[config.mk]
export PLATFORM = sky130hd
export DESIGN_NAME = rdel_ctrl
export DESIGN_NICKNAME = d
export VERILOG_FILES = /design/src/rtl/rdel_pkg.sv /design/src/rtl/rdel_ctrl.sv
export SDC_FILE = /design/constraint.sdc
export NUM_CORES = 1
export LEC_CHECK = 0
export ABC_AREA = 1
export BUFFER_PORTS_ARGS = -buffer_cell sky130_fd_sc_hd__buf_2
export CORE_AREA = 2 2 39 41
export DETAILED_ROUTE_END_ITERATION = 10
export DIE_AREA = 0 0 41 43
export GPL_TIMING_DRIVEN = 0
export PLACE_DENSITY = 0.41
export SYNTH_ARGS = -nofsm -noshare
export SYNTH_HDL_FRONTEND = slang
export SYNTH_SLANG_ARGS = --single-unit
[constraint.sdc]
create_clock -name clk -period 2.95 [get_ports clk]
set_clock_uncertainty 0.2 [all_clocks]
set_input_delay 0.295 -clock clk [delete_from_list [all_inputs] [get_ports clk]]
set_output_delay 0.295 -clock clk [all_outputs]
set_load 0.005 [all_outputs]
[src/rtl/rdel_pkg.sv]
// shared constants, request codes and controller/datapath link types
// for the eight-lane rans decoder; no dependencies
package rdel_pkg;

	localparam int LANES      = 8;
	localparam int PROB_WIDTH = 12;
	localparam int SYM_W      = 8;
	localparam int STATE_W    = 32;
	localparam int WORD_W     = 16;
	localparam int LANE_W     = 3;
	localparam int REQ_W      = 2;
	localparam int PTR_W      = (LANES > 1) ? $clog2(LANES) : 1;
	localparam int SLOTS      = 1 << PROB_WIDTH;
	localparam int FQ_W       = PROB_WIDTH + 1;
	localparam int CUM_W      = PROB_WIDTH + 1;
	localparam int CUM_MAX    = (2 << PROB_WIDTH) - 1;
	localparam int ENTRY_W    = SYM_W + PROB_WIDTH + FQ_W;
	localparam int PROD_W     = FQ_W + 1 + STATE_W - PROB_WIDTH;
	localparam int RENORM_LOW = 1 << 16;

	localparam logic [REQ_W-1:0] REQ_LOAD = 2'd0;
	localparam logic [REQ_W-1:0] REQ_LANE = 2'd1;
	localparam logic [REQ_W-1:0] REQ_DEC  = 2'd2;

	typedef struct packed {
		logic ld_accept;
		logic lane_accept;
		logic dec_accept;
		logic fill_en;
		logic dec_rd;
		logic dec_mul;
		logic dec_wb;
	} ctrl_t;

	typedef struct packed {
		logic freq_zero;
		logic fill_last;
	} status_t;

endpackage

[src/rtl/rdel_ctrl.sv]
// sequencing state machine: slot fill loop and decode steps
// depends on rdel_pkg
module rdel_ctrl (
	input  logic                       clk,
	input  logic                       arst_n,
	input  logic                       start,
	input  logic [rdel_pkg::REQ_W-1:0] req_type,
	input  rdel_pkg::status_t          status,
	output rdel_pkg::ctrl_t            ctrl,
	output logic                       busy
);
	import rdel_pkg::*;

	typedef enum logic [2:0] {
		ST_IDLE,
		ST_FILL,
		ST_DEC_RD,
		ST_DEC_MUL,
		ST_DEC_WB
	} state_t;

	state_t state_q;
	logic   accept;

	assign busy   = (state_q != ST_IDLE);
	assign accept = start && (state_q == ST_IDLE);

	always_comb begin
		ctrl             = '0;
		ctrl.ld_accept   = accept && (req_type == REQ_LOAD);
		ctrl.lane_accept = accept && (req_type == REQ_LANE);
		ctrl.dec_accept  = accept && (req_type == REQ_DEC);
		ctrl.fill_en     = (state_q == ST_FILL);
		ctrl.dec_rd      = (state_q == ST_DEC_RD);
		ctrl.dec_mul     = (state_q == ST_DEC_MUL);
		ctrl.dec_wb      = (state_q == ST_DEC_WB);
	end

	always_ff @(posedge clk or negedge arst_n) begin
		if (!arst_n) begin
			state_q <= ST_IDLE;
		end else begin
			unique case (state_q)
				ST_IDLE: begin
					if (start) begin
						unique case (req_type)
							REQ_LOAD: begin
								// zero frequency only bumps the symbol counter
								if (!status.freq_zero) begin
									state_q <= ST_FILL;
								end
							end
							REQ_DEC: state_q <= ST_DEC_RD;
							default: state_q <= ST_IDLE;
						endcase
					end
				end
				ST_FILL: begin
					if (status.fill_last) begin
						state_q <= ST_IDLE;
					end
				end
				ST_DEC_RD:  state_q <= ST_DEC_MUL;
				ST_DEC_MUL: state_q <= ST_DEC_WB;
				ST_DEC_WB:  state_q <= ST_IDLE;
				default:    state_q <= ST_IDLE;
			endcase
		end
	end

endmodule

==> impl_results.md, run 1 <==
* Residual DRC at 0
* CTS root buf: clkbuf_4
* Yosys reg bits at 3
* Max-cap violations at 0
* Total power at 0.279 mW
* Max IR drop VDD at 0.000237 V
* Biggest register: state_q
* Vias in the first global route at 226
* Tcrit/Tclk final at 59.3%
* Initial antenna violation count at 0
* Post-synth top area cell: dfrtp_1
* Largest net degree at the start of global routing at 9
* Clock buffer depth at 2
* Min Tclk post-route at 1.75 ns
* Pleak at 0.220 nW
* CP endpoint kind: output pin
* Max-slew violations at 0
* Status: complete, no violations
* Hold path start: status[0]
* Synth Instances at 36
* Final instance area at 359 um2
* Worst skew pair latency at 0.23 ns
* Post-DR wirelength/cell at 7.80 um
* Hold crit path type: in2reg
* Startpoint class of the critical path: flip-flop
* GP Congestion at 0.651
* WP data required at 2.46 ns
* Share of the synthesized area in the top cell type at 32.3%
* Total track usage at 7.54%
* Unrepaired setup endpoints after global routing: no
* Min Hold Slack at 0.158 ns
* Placed Area at 323 um2
* Most frequent cells in the layout: buf_2 (14), nand2_1 (6), nor2_1 (6)
* H-tree levels at 1
* Io pins at 15
* Biggest regs: state_q: 3 flops
* Rel. slew slack at 84.6%
* Synth cell types at 13
* Pre-antenna DRT Iters at 2
* PD cells at 778 mW/mm2
* Avg Vias per Cell at 4.00
* Synth Cell Area at 233 um2
* Via count at 284
* First-pass GRT wire length at 876 um
* FP Rows at 14
* Num CTS Buffers at 3
* Commonest non-fill, non-tap cell in the layout: buf_2
* Clock Sinks at 3
* FF/Latch Area at 75.1 um2
* Clk slew on worst S/H paths at 0.03 ns
* Grt met3 use at 6.28%
* WP data arrival at 1.25 ns
* Die Ht at 43 um
* CORE AREA at 0.00138 mm2
* Crit Reg-Reg Startpoint: state_q[0]$_DFFE_PN0P_
* 1st-iter DRT viols at 3
* Post-CTS setup buffer count at 0
* Slowest CP cell: dfrtp_1
* Die W at 41 um
* # nets final at 63
* Least-Margin Pin Slew at 0.231 ns
* WL final at 554 um
* Crit path launch: state_q[0]$_DFFE_PN0P_
* Max reg flops at 3
* CP Cell Sequence: nor2_4 -> nand3_1 -> nor3_1 -> buf_2
* Setup TNS at 0 ns
* GRT busiest layer: met1
* Die area at 0.00176 mm2
* WS Path Type: reg2out
* M1 GR Usage at 9.68%
* DRT antenna net count at 0
* Syn avg cell area at 6.46 um2
* Area of the multi-input gates at 133 um2
* Max stage delay on crit path at 0.43 ns
* # fillers at 170
* Final setup viols at 0
* Fmax at 572 MHz
* Input/output buffers at 14
* Crit-path max FO at 5
* CTS tree: yes
* Post-synthesis sequential area ratio at 32.3%
* Antenna diodes at 0
* Ys Warns at 0
* Largest cells by area after synthesis: dfrtp_1 (32%), nand3_1 (11%), nor3_1 (11%), nand2_1 (9.7%), nor2_1 (9.7%)
* Total grt overflow at 0
* Dpl hpwl at 462 um
* Syn_nets at 43
* Layout cells sized above 1 at 41.8%
* Area grow syn2layout at 54.3%
* Final Hold Fails at 0
* Final Core Density at 25.9%
* Starting density of the core at 16.8%
* Met2 usage at 9.38%
==> Yosys cell counts, drive strengths merged <==
cell type / number
nand3: 5
nand3b: 1
nand4: 1
nor2: 8
nand2: 7
nor3: 5
dfrtp: 3
inv: 6
==> worst paths after layout <==
path / depth (start not counted) / slack [ns] / endpoint
worst max-delay path: 4 / 1.20 / ctrl[4]
worst max register to register: 5 / 1.69 / state_q[1]$_DFFE_PN0P_
worst min-delay path: 4 / 0.16 / state_q[0]$_DFFE_PN0P_
max in group asynchronous: 2 / 2.26 / state_q[1]$_DFFE_PN0P_
worst min register to register: 1 / 0.33 / state_q[2]$_DFFE_PN0P_
min in group asynchronous: 2 / 0.19 / state_q[2]$_DFFE_PN0P_
==> what timing repair did <==
action | CTS | global route
gates resized for setup | 0 | 0
endpoints found under the hold margin | 3 | 0
hold buffers | 1 | 0
==> critical path: cells and delay by family (launching register included) <==
family / cells / cell delay, ns
DFF: 1 / 0.43
and+or+nand+nor: 3 / 0.45
buffers and inverters: 1 / 0.14
==> where the power goes <==
| part | total [mW] | switching (mW) | leakage (nW) | internal (mW) |
|---|---|---|---|---|
| clock network | 0.0703 | 0.0197 | 0.0150 | 0.0506 |
| logic | 0.133 | 0.0745 | 0.165 | 0.0582 |
| registers | 0.0764 | 0.0225 | 0.0403 | 0.0539 |
| total | 0.279 | 0.117 | 0.220 | 0.163 |
==> routing by layer <==
metal | part of all wire (%) | vias to the layer above
li1 | - | 157
met1 | 54 | 120
met2 | 40 | 7
met3 | 5.4 | 0
met4 | 0 | 0
met5 | 0 | -
==> final cells by class <==
class                   instances  share of cell area [%]
inverters                       6                    6.97
clock buffers                   4                    7.32
multi-input cells              27                    36.9
flip-flops and latches          3                    20.9
well taps                      16                    5.57
repair buffers                 15                    22.3
==> cells by family after synthesis <==
group | after synthesis | share of synthesized area, %
flops | 3 | 32.3
simple gates | 27 | 57.0
buf+inv | 6 | 10.8
==> per-stage QoR <==
step | worst slack, ns | instances
global route | 1.13 | 71
floorplan | 1.61 | 36
detailed placement | 1.47 | 66
global placement | 1.45 | 66
finish | 1.20 | 71
CTS | 1.21 | 71
(Power assumes the default switching activity.)
==> run 2: changes to the inputs <==
ABC_AREA = 0   (was 1)
PLACE_DENSITY = 0.38   (was 0.41)
clock period = 1.79 ns   (was 2.95 ns; I/O delays follow)
==> run 2 against run 1 <==
Net effect: sequential power is 100% higher; sequential share of layout area up 0.73 points; critical path type unchanged; clock power is 75% higher; final cell count is 18% lower; die area unchanged; largest cell class unchanged; critical path depth unchanged; setup slack got worse by 1.1 ns.
==> impl_results.md, run 2 <==
* Worst reg-to-reg path cell count at 3 (-2)
* Share of the synthesized area in the top cell type at 37.7% (+5.5 points)
* Status: complete, no violations
* # nets final at 50 (-21%)
* Initial antenna violation count at 0 (unchanged)
* H-tree levels at 1 (unchanged)
* WS Path Type: reg2out
* Min Tclk post-route at 1.65 ns
* Biggest register: state_q
* Biggest regs: state_q: 3 flops
* Final setup viols at 0 (unchanged)
* Most frequent cells in the layout: buf_2 (14), clkbuf_4 (3), dlygate4sd3_1 (3)
* Post-synth top area cell: dfrtp_1
* Slowest CP cell: dfrtp_1
* Max stage delay on crit path at 0.46 ns (+0.03 ns)
* Fmax at 604 MHz
* Top FF cell, synth: dfrtp_1
* Crit path launch: state_q[1]$_DFFE_PN0P_
* Worst skew pair latency at 0.24 ns (about the same)
* 1st-iter DRT viols at 2 (-1)
* Most common cell in the synthesized netlist: dfrtp_1
* Yosys reg bits at 3 (unchanged)
* Post-synthesis sequential area ratio at 37.7% (+5.5 points)
* Commonest non-fill, non-tap cell in the layout: buf_2
* Largest net degree at the start of global routing at 8 (-1)
* First-pass GRT wire length at 834 um (-4.8%)
* Asr flop ratio synth at 100% (unchanged)
* Starting density of the core at 14.4% (-2.4 points)
* Least-Margin Pin Slew at 0.273 ns (+0.0425 ns)
* GP Congestion at 0.597 (-8.2%)
* Clock buffer depth at 2 (unchanged)
* Vias in the first global route at 229 (+1.3%)
* Crit Reg-Reg Startpoint: state_q[0]$_DFFE_PN0P_
* Input/output buffers at 14 (unchanged)
* EDFF count, synth at 0 (unchanged)
* Dpl hpwl at 361 um (-22%)
* CP Capture Point: ctrl[5]
* Residual DRC at 0 (unchanged)
* Area grow syn2layout at 77.4%
* FP Rows at 14 (unchanged)
* Via count at 224 (-21%)
* Total grt overflow at 0 (unchanged)
* Startpoint class of the critical path: flip-flop
* CORE AREA at 0.00138 mm2 (unchanged)
* WP data arrival at 1.28 ns (+0.03 ns)
* CTS root buf: clkbuf_4
* Max IR drop VDD at 0.000353 V (+49%)
* Syn avg cell area at 9.47 um2 (+47%)
* Max-cap violations at 0 (unchanged)
* Unrepaired setup endpoints after global routing: no
* Syn_nets at 28 (-35%)
* Pre-antenna DRT Iters at 2 (unchanged)
* PD cells at 1340 mW/mm2 (+72%)
* Final Hold Fails at 0 (unchanged)
* Reg-to-reg critical path endpoint: state_q[0]$_DFFE_PN0P_
* Layout cells sized above 1 at 52.4% (+11 points)
* Synth Instances at 21 (-42%)
* Die area at 0.00176 mm2 (unchanged)
* Die W at 41 um (unchanged)
* CP endpoint kind: output pin
* Num CTS Buffers at 3 (unchanged)
* Die Ht at 43 um (unchanged)
* Synth Cell Area at 199 um2 (-15%)
* Post-DR wirelength/cell at 9.74 um (+25%)
* Hold crit path type: in2reg
* Max-slew violations at 0 (unchanged)
* Max reg flops at 3 (unchanged)
* Clk slew on worst S/H paths at 0.04 ns (about the same)
* WP data required at 1.41 ns (-1.05 ns)
* Setup slack, reg-to-reg at 0.54 ns (-1.15 ns)
* Crit-path max FO at 7 (+2)
* Total track usage at 7.73% (+0.19 points)
* Avg Vias per Cell at 3.86 (-3.4%)
* CP Cell Sequence: nor3_4 -> inv_1 -> nor3_1 -> buf_2
* Clock Sinks at 3 (unchanged)
* Setup slack at placement at 0.359 ns (-1.11 ns)
* Rel. slew slack at 81.8% (-2.8 points)
* Largest cells by area after synthesis: dfrtp_1 (38%), nor3b_2 (13%), and3b_1 (8.8%), o31ai_2 (6.3%), a21oi_1 (5.0%)
* Synth cell types at 13 (unchanged)
* WL final at 565 um (+2.0%)
* Setup TNS at 0 ns (unchanged)
* Final WS setup at 0.136 ns (-1.07 ns)
* Ys Warns at 0 (unchanged)
* Tcrit/Tclk final at 92.4%
* CTS tree: yes
* Pleak at 0.192 nW (-13%)
* DRT antenna net count at 0 (unchanged)
* Io pins at 15 (unchanged)
* Antenna diodes at 0 (unchanged)
==> run 2: cell count changes after synthesis, sizes merged, moves of 2 or more <==
cell and delta:
nor2 -7, nand2 -5, nand3 -5, inv -4
nor3b +3, a21oi +2, and3b +2, nor3 -2
==> run 2: critical path: cells and delay by family (launching register included) <==
kind	cells	cell delay, ns
AND/OR/NAND/NOR	2	0.37
buffers and inverters	2	0.20
flip-flops	1	0.46
==> run 2: layer usage <==
layer / track usage (%) / wire length [um] / up-vias
met4: 10.0 / 14 / 0
met1: 9.00 / 259 / 88
li1: - / - / 117
met3: 3.14 / 68 / 2
met2: 8.75 / 223 / 17
met5: 0 / 0 / -
==> run 2: cell type report <==
class | count | area (um2)
timing repair buffer | 17 | 100
multi-input combinational | 16 | 123
inverter | 2 | 7.51
clock buffer | 4 | 26.3
fill | 158 | 1030
sequential | 3 | 76.3
tap | 16 | 20.0
==> run 2: repair_timing <==
item | in CTS | in global routing
gates resized for setup | 0 | 2
hold buffers | 3 | 0
setup buffers | 0 | 0
endpoints found under the hold margin | 4 | 0
endpoints found under the setup margin | 0 | 1
==> run 2: cell families after synthesis <==
family	share of synthesized area [%]
AO/OA/AOI/OAI	11.3
AND/OR/NAND/NOR	47.2
flip-flops	37.7
buffers and inverters	3.77
==> run 2: worst min-delay path by stage <==
stage                     startpoint                endpoint  slack (ns)  cells past startpoint
after CTS                  status[0]  state_q[0]$_DFFE_PN0P_        0.04                      4
after global placement        arst_n  state_q[2]$_DFFE_PN0P_       -0.22                      1
after global routing       status[0]  state_q[0]$_DFFE_PN0P_        0.05                      4
after floorplan               arst_n  state_q[0]$_DFFE_PN0P_       -0.32                      0
final                      status[0]  state_q[0]$_DFFE_PN0P_        0.04                      4
after detailed placement      arst_n  state_q[2]$_DFFE_PN0P_       -0.23                      1
==> run 2: report_power, final <==
group	leakage, nW	switching (mW)	internal [mW]
clock network	0.0150	0.0395	0.0838
logic	0.139	0.0839	0.111
registers	0.0380	0.0587	0.0941
total	0.192	0.182	0.289
==> run 2: metrics by stage <==
stage               power [mW]  std cells  utilization [%]  hold WS (ns)  cell area [um2]
floorplan                0.245         21                -        -0.317              199
global placement         0.333         51             20.9        -0.224              289
detailed placement       0.328         51             20.9        -0.226              289
CTS                      0.462         58             25.0        0.0368              345
global route             0.524         58             25.5        0.0482              353
finish                   0.471         58             25.5        0.0401              353
==> run 3: changes to the inputs <==
PLACE_DENSITY = 0.39   (was 0.38)
clock period = 1.3 ns   (was 1.79 ns; I/O delays follow)
==> run 3 against run 2 <==
Net effect: the run now ends with negative setup slack left; clock-buffer cell count unchanged; non-clock buffer count increased by 7; register-to-register slack got worse by 0.56 ns; wire length increased by 17%; critical path depth unchanged; flip-flop and latch count unchanged; worst hold slack got worse by 0.0081 ns; sequential power increased by 33%; global-route usage increased by 0.61 points; setup slack got worse by 0.37 ns; final area increased by 30%; largest cell class is now buffers.
==> impl_results.md, run 3 (synthesis gave the netlist of run 2 again) <==
* # fillers at 148 (-6.3%)
* Input/output buffers at 14 (unchanged)
* Most frequent cells in the layout: buf_2 (14), dlygate4sd3_1 (4)
* WP data arrival at 1.20 ns (-0.08 ns)
* Non-Filler Instances at 65 (+12%)
* FP Rows at 14 (unchanged)
* Clock Sinks at 3 (unchanged)
* Rel. slew slack at 85.7% (+3.9 points)
* WS Path Type: reg2out
* Least-Margin Pin Slew at 0.214 ns (-0.0594 ns)
* Biggest regs: state_q: 3 flops
* Final instance area at 459 um2 (+30%)
* Max-cap violations at 0 (unchanged)
* Min Tclk post-route at 1.53 ns
* DRT antenna net count at 0 (unchanged)
* Die Ht at 43 um (unchanged)
* First-pass GRT wire length at 952 um (+14%)
* GP Congestion at 0.607 (+1.6%)
* WL met2 at 312 um (+40%)
* WP data required at 0.97 ns (-0.44 ns)
* Residual DRC at 0 (unchanged)
* Initial antenna violation count at 0 (unchanged)
* CTS root buf: clkbuf_4
* Die area at 0.00176 mm2 (unchanged)
* Largest net degree at the start of global routing at 8 (unchanged)
* Pre-antenna DRT Iters at 2 (unchanged)
* Post-DR wirelength/cell at 10.2 um (+4.2%)
* H-tree levels at 1 (unchanged)
* Slowest CP cell: dfrtp_2
* Pleak at 0.231 nW (+20%)
* Commonest non-fill, non-tap cell in the layout: buf_2
* Die W at 41 um (unchanged)
* CP endpoint kind: output pin
* CORE AREA at 0.00138 mm2 (unchanged)
* Area grow syn2layout at 131%
* Hold crit path type: in2async
* Final Hold Fails at 0 (unchanged)
* Max reg flops at 3 (unchanged)
* Placed Cells at 51 (unchanged)
* CP Cell Sequence: nor3_4 -> inv_2 -> buf_4 -> buf_2
* Clk slew on worst S/H paths at 0.04 ns (about the same)
* Crit-path max FO at 3 (-4)
* Failing checks: negative setup slack
* Total grt overflow at 0 (unchanged)
* Max stage delay on crit path at 0.42 ns (-0.04 ns)
* Avg Vias per Cell at 4.00 (+3.6%)
* Antenna diodes at 0 (unchanged)
* Starting density of the core at 14.4% (unchanged)
* Status: complete, but fails checks
* Vias in the first global route at 229 (unchanged)
* Tcrit/Tclk final at 118%
* Unrepaired setup endpoints after global routing: yes
* PD cells at 1930 mW/mm2 (+45%)
* Final setup viols at 9 (+9)
* Max IR drop VDD at 0.000551 V (+56%)
* Final WS setup at -0.232 ns (-0.368 ns)
* WL final at 660 um (+17%)
* Met3 WL at 65 um (-4.4%)
* Total track usage at 8.34% (+0.61 points)
* Max-slew violations at 0 (unchanged)
* Fmax at 653 MHz
* Via count at 260 (+16%)
* Clock buffer depth at 2 (unchanged)
* Placed Area at 289 um2 (unchanged)
* Setup slack at placement at -0.122 ns (-0.481 ns)
* Min Hold Slack at 0.0319 ns (-0.00815 ns)
* Dpl hpwl at 414 um (+15%)
* M1 WL at 283 um (+9.3%)
* CTS tree: yes
* DR top layer: met3
* Startpoint class of the critical path: flip-flop
* # nets final at 57 (+14%)
* Worst skew pair latency at 0.23 ns (about the same)
* Layout cells sized above 1 at 71.4% (+19 points)
* Num CTS Buffers at 3 (unchanged)
* Io pins at 15 (unchanged)
* 1st-iter DRT viols at 3 (+1)
* Biggest register: state_q
[run 3: changes by cell type in the layout (fill, tap and decap cells not counted), sizes merged]
cell	before	now
dlygate4sd3	3	4
buf	14	20
[run 3: routing by layer]
metal,global-route usage (%),vias to the layer above
li1,-,131
met1,10.6,115
met2,9.69,14
met3,3.66,0
met4,8.00,0
met5,0,-
[run 3: repair_timing]
action	4_1_cts	5_1_grt
setup buffers	3	3
pin swaps	3	2
hold endpoints to repair	4	0
endpoints found under the setup margin	9	9
gates resized for setup	6	9
hold buffers	4	0
[run 3: area by class of cell]
cell class                      count  area, um2  share of cell area [%]
Multi-Input combinational cell     16        160                    34.9
Clock buffer                        4       26.3                    5.72
Inverter                            2       7.51                    1.63
Timing Repair Buffer               24        166                    36.2
Tap cell                           16       20.0                    4.36
Sequential cell                     3       78.8                    17.2
[run 3: power breakdown]
| part | switching, mW | internal, mW |
|---|---|---|
| registers | 0.0680 | 0.136 |
| clock network | 0.0489 | 0.115 |
| logic | 0.212 | 0.307 |
| total | 0.329 | 0.558 |
[run 3: path summary, 6_finish.rpt]
check	start	end	slack, ns	depth (start not counted)
setup / recovery	state_q[1]$_DFFE_PN0P_	busy	-0.23	4
hold reg to reg	state_q[0]$_DFFE_PN0P_	state_q[1]$_DFFE_PN0P_	0.38	1
max in group asynchronous	arst_n	state_q[0]$_DFFE_PN0P_	0.75	2
hold / removal	arst_n	state_q[1]$_DFFE_PN0P_	0.03	2
setup reg to reg	state_q[1]$_DFFE_PN0P_	state_q[0]$_DFFE_PN0P_	-0.02	4
min in group clk	req_type[1]	state_q[1]$_DFFE_PN0P_	0.04	3
[run 3: worst max-delay path, delay by kind of cell, from the launching register on]
family        cells  cell delay [ns]
buf+inv           3             0.31
flops             1             0.42
simple gates      1             0.24
[run 3: metrics by stage]
| step | power (mW) | utilization [%] | setup TNS (ns) |
|---|---|---|---|
| after floorplan | 0.338 | - | 0 |
| after global placement | 0.455 | 20.9 | -0.139 |
| after detailed placement | 0.459 | 20.9 | -0.211 |
| after CTS | 0.756 | 28.7 | -1.53 |
| after global routing | 0.975 | 33.2 | -2.13 |
| final | 0.887 | 33.2 | -1.46 |
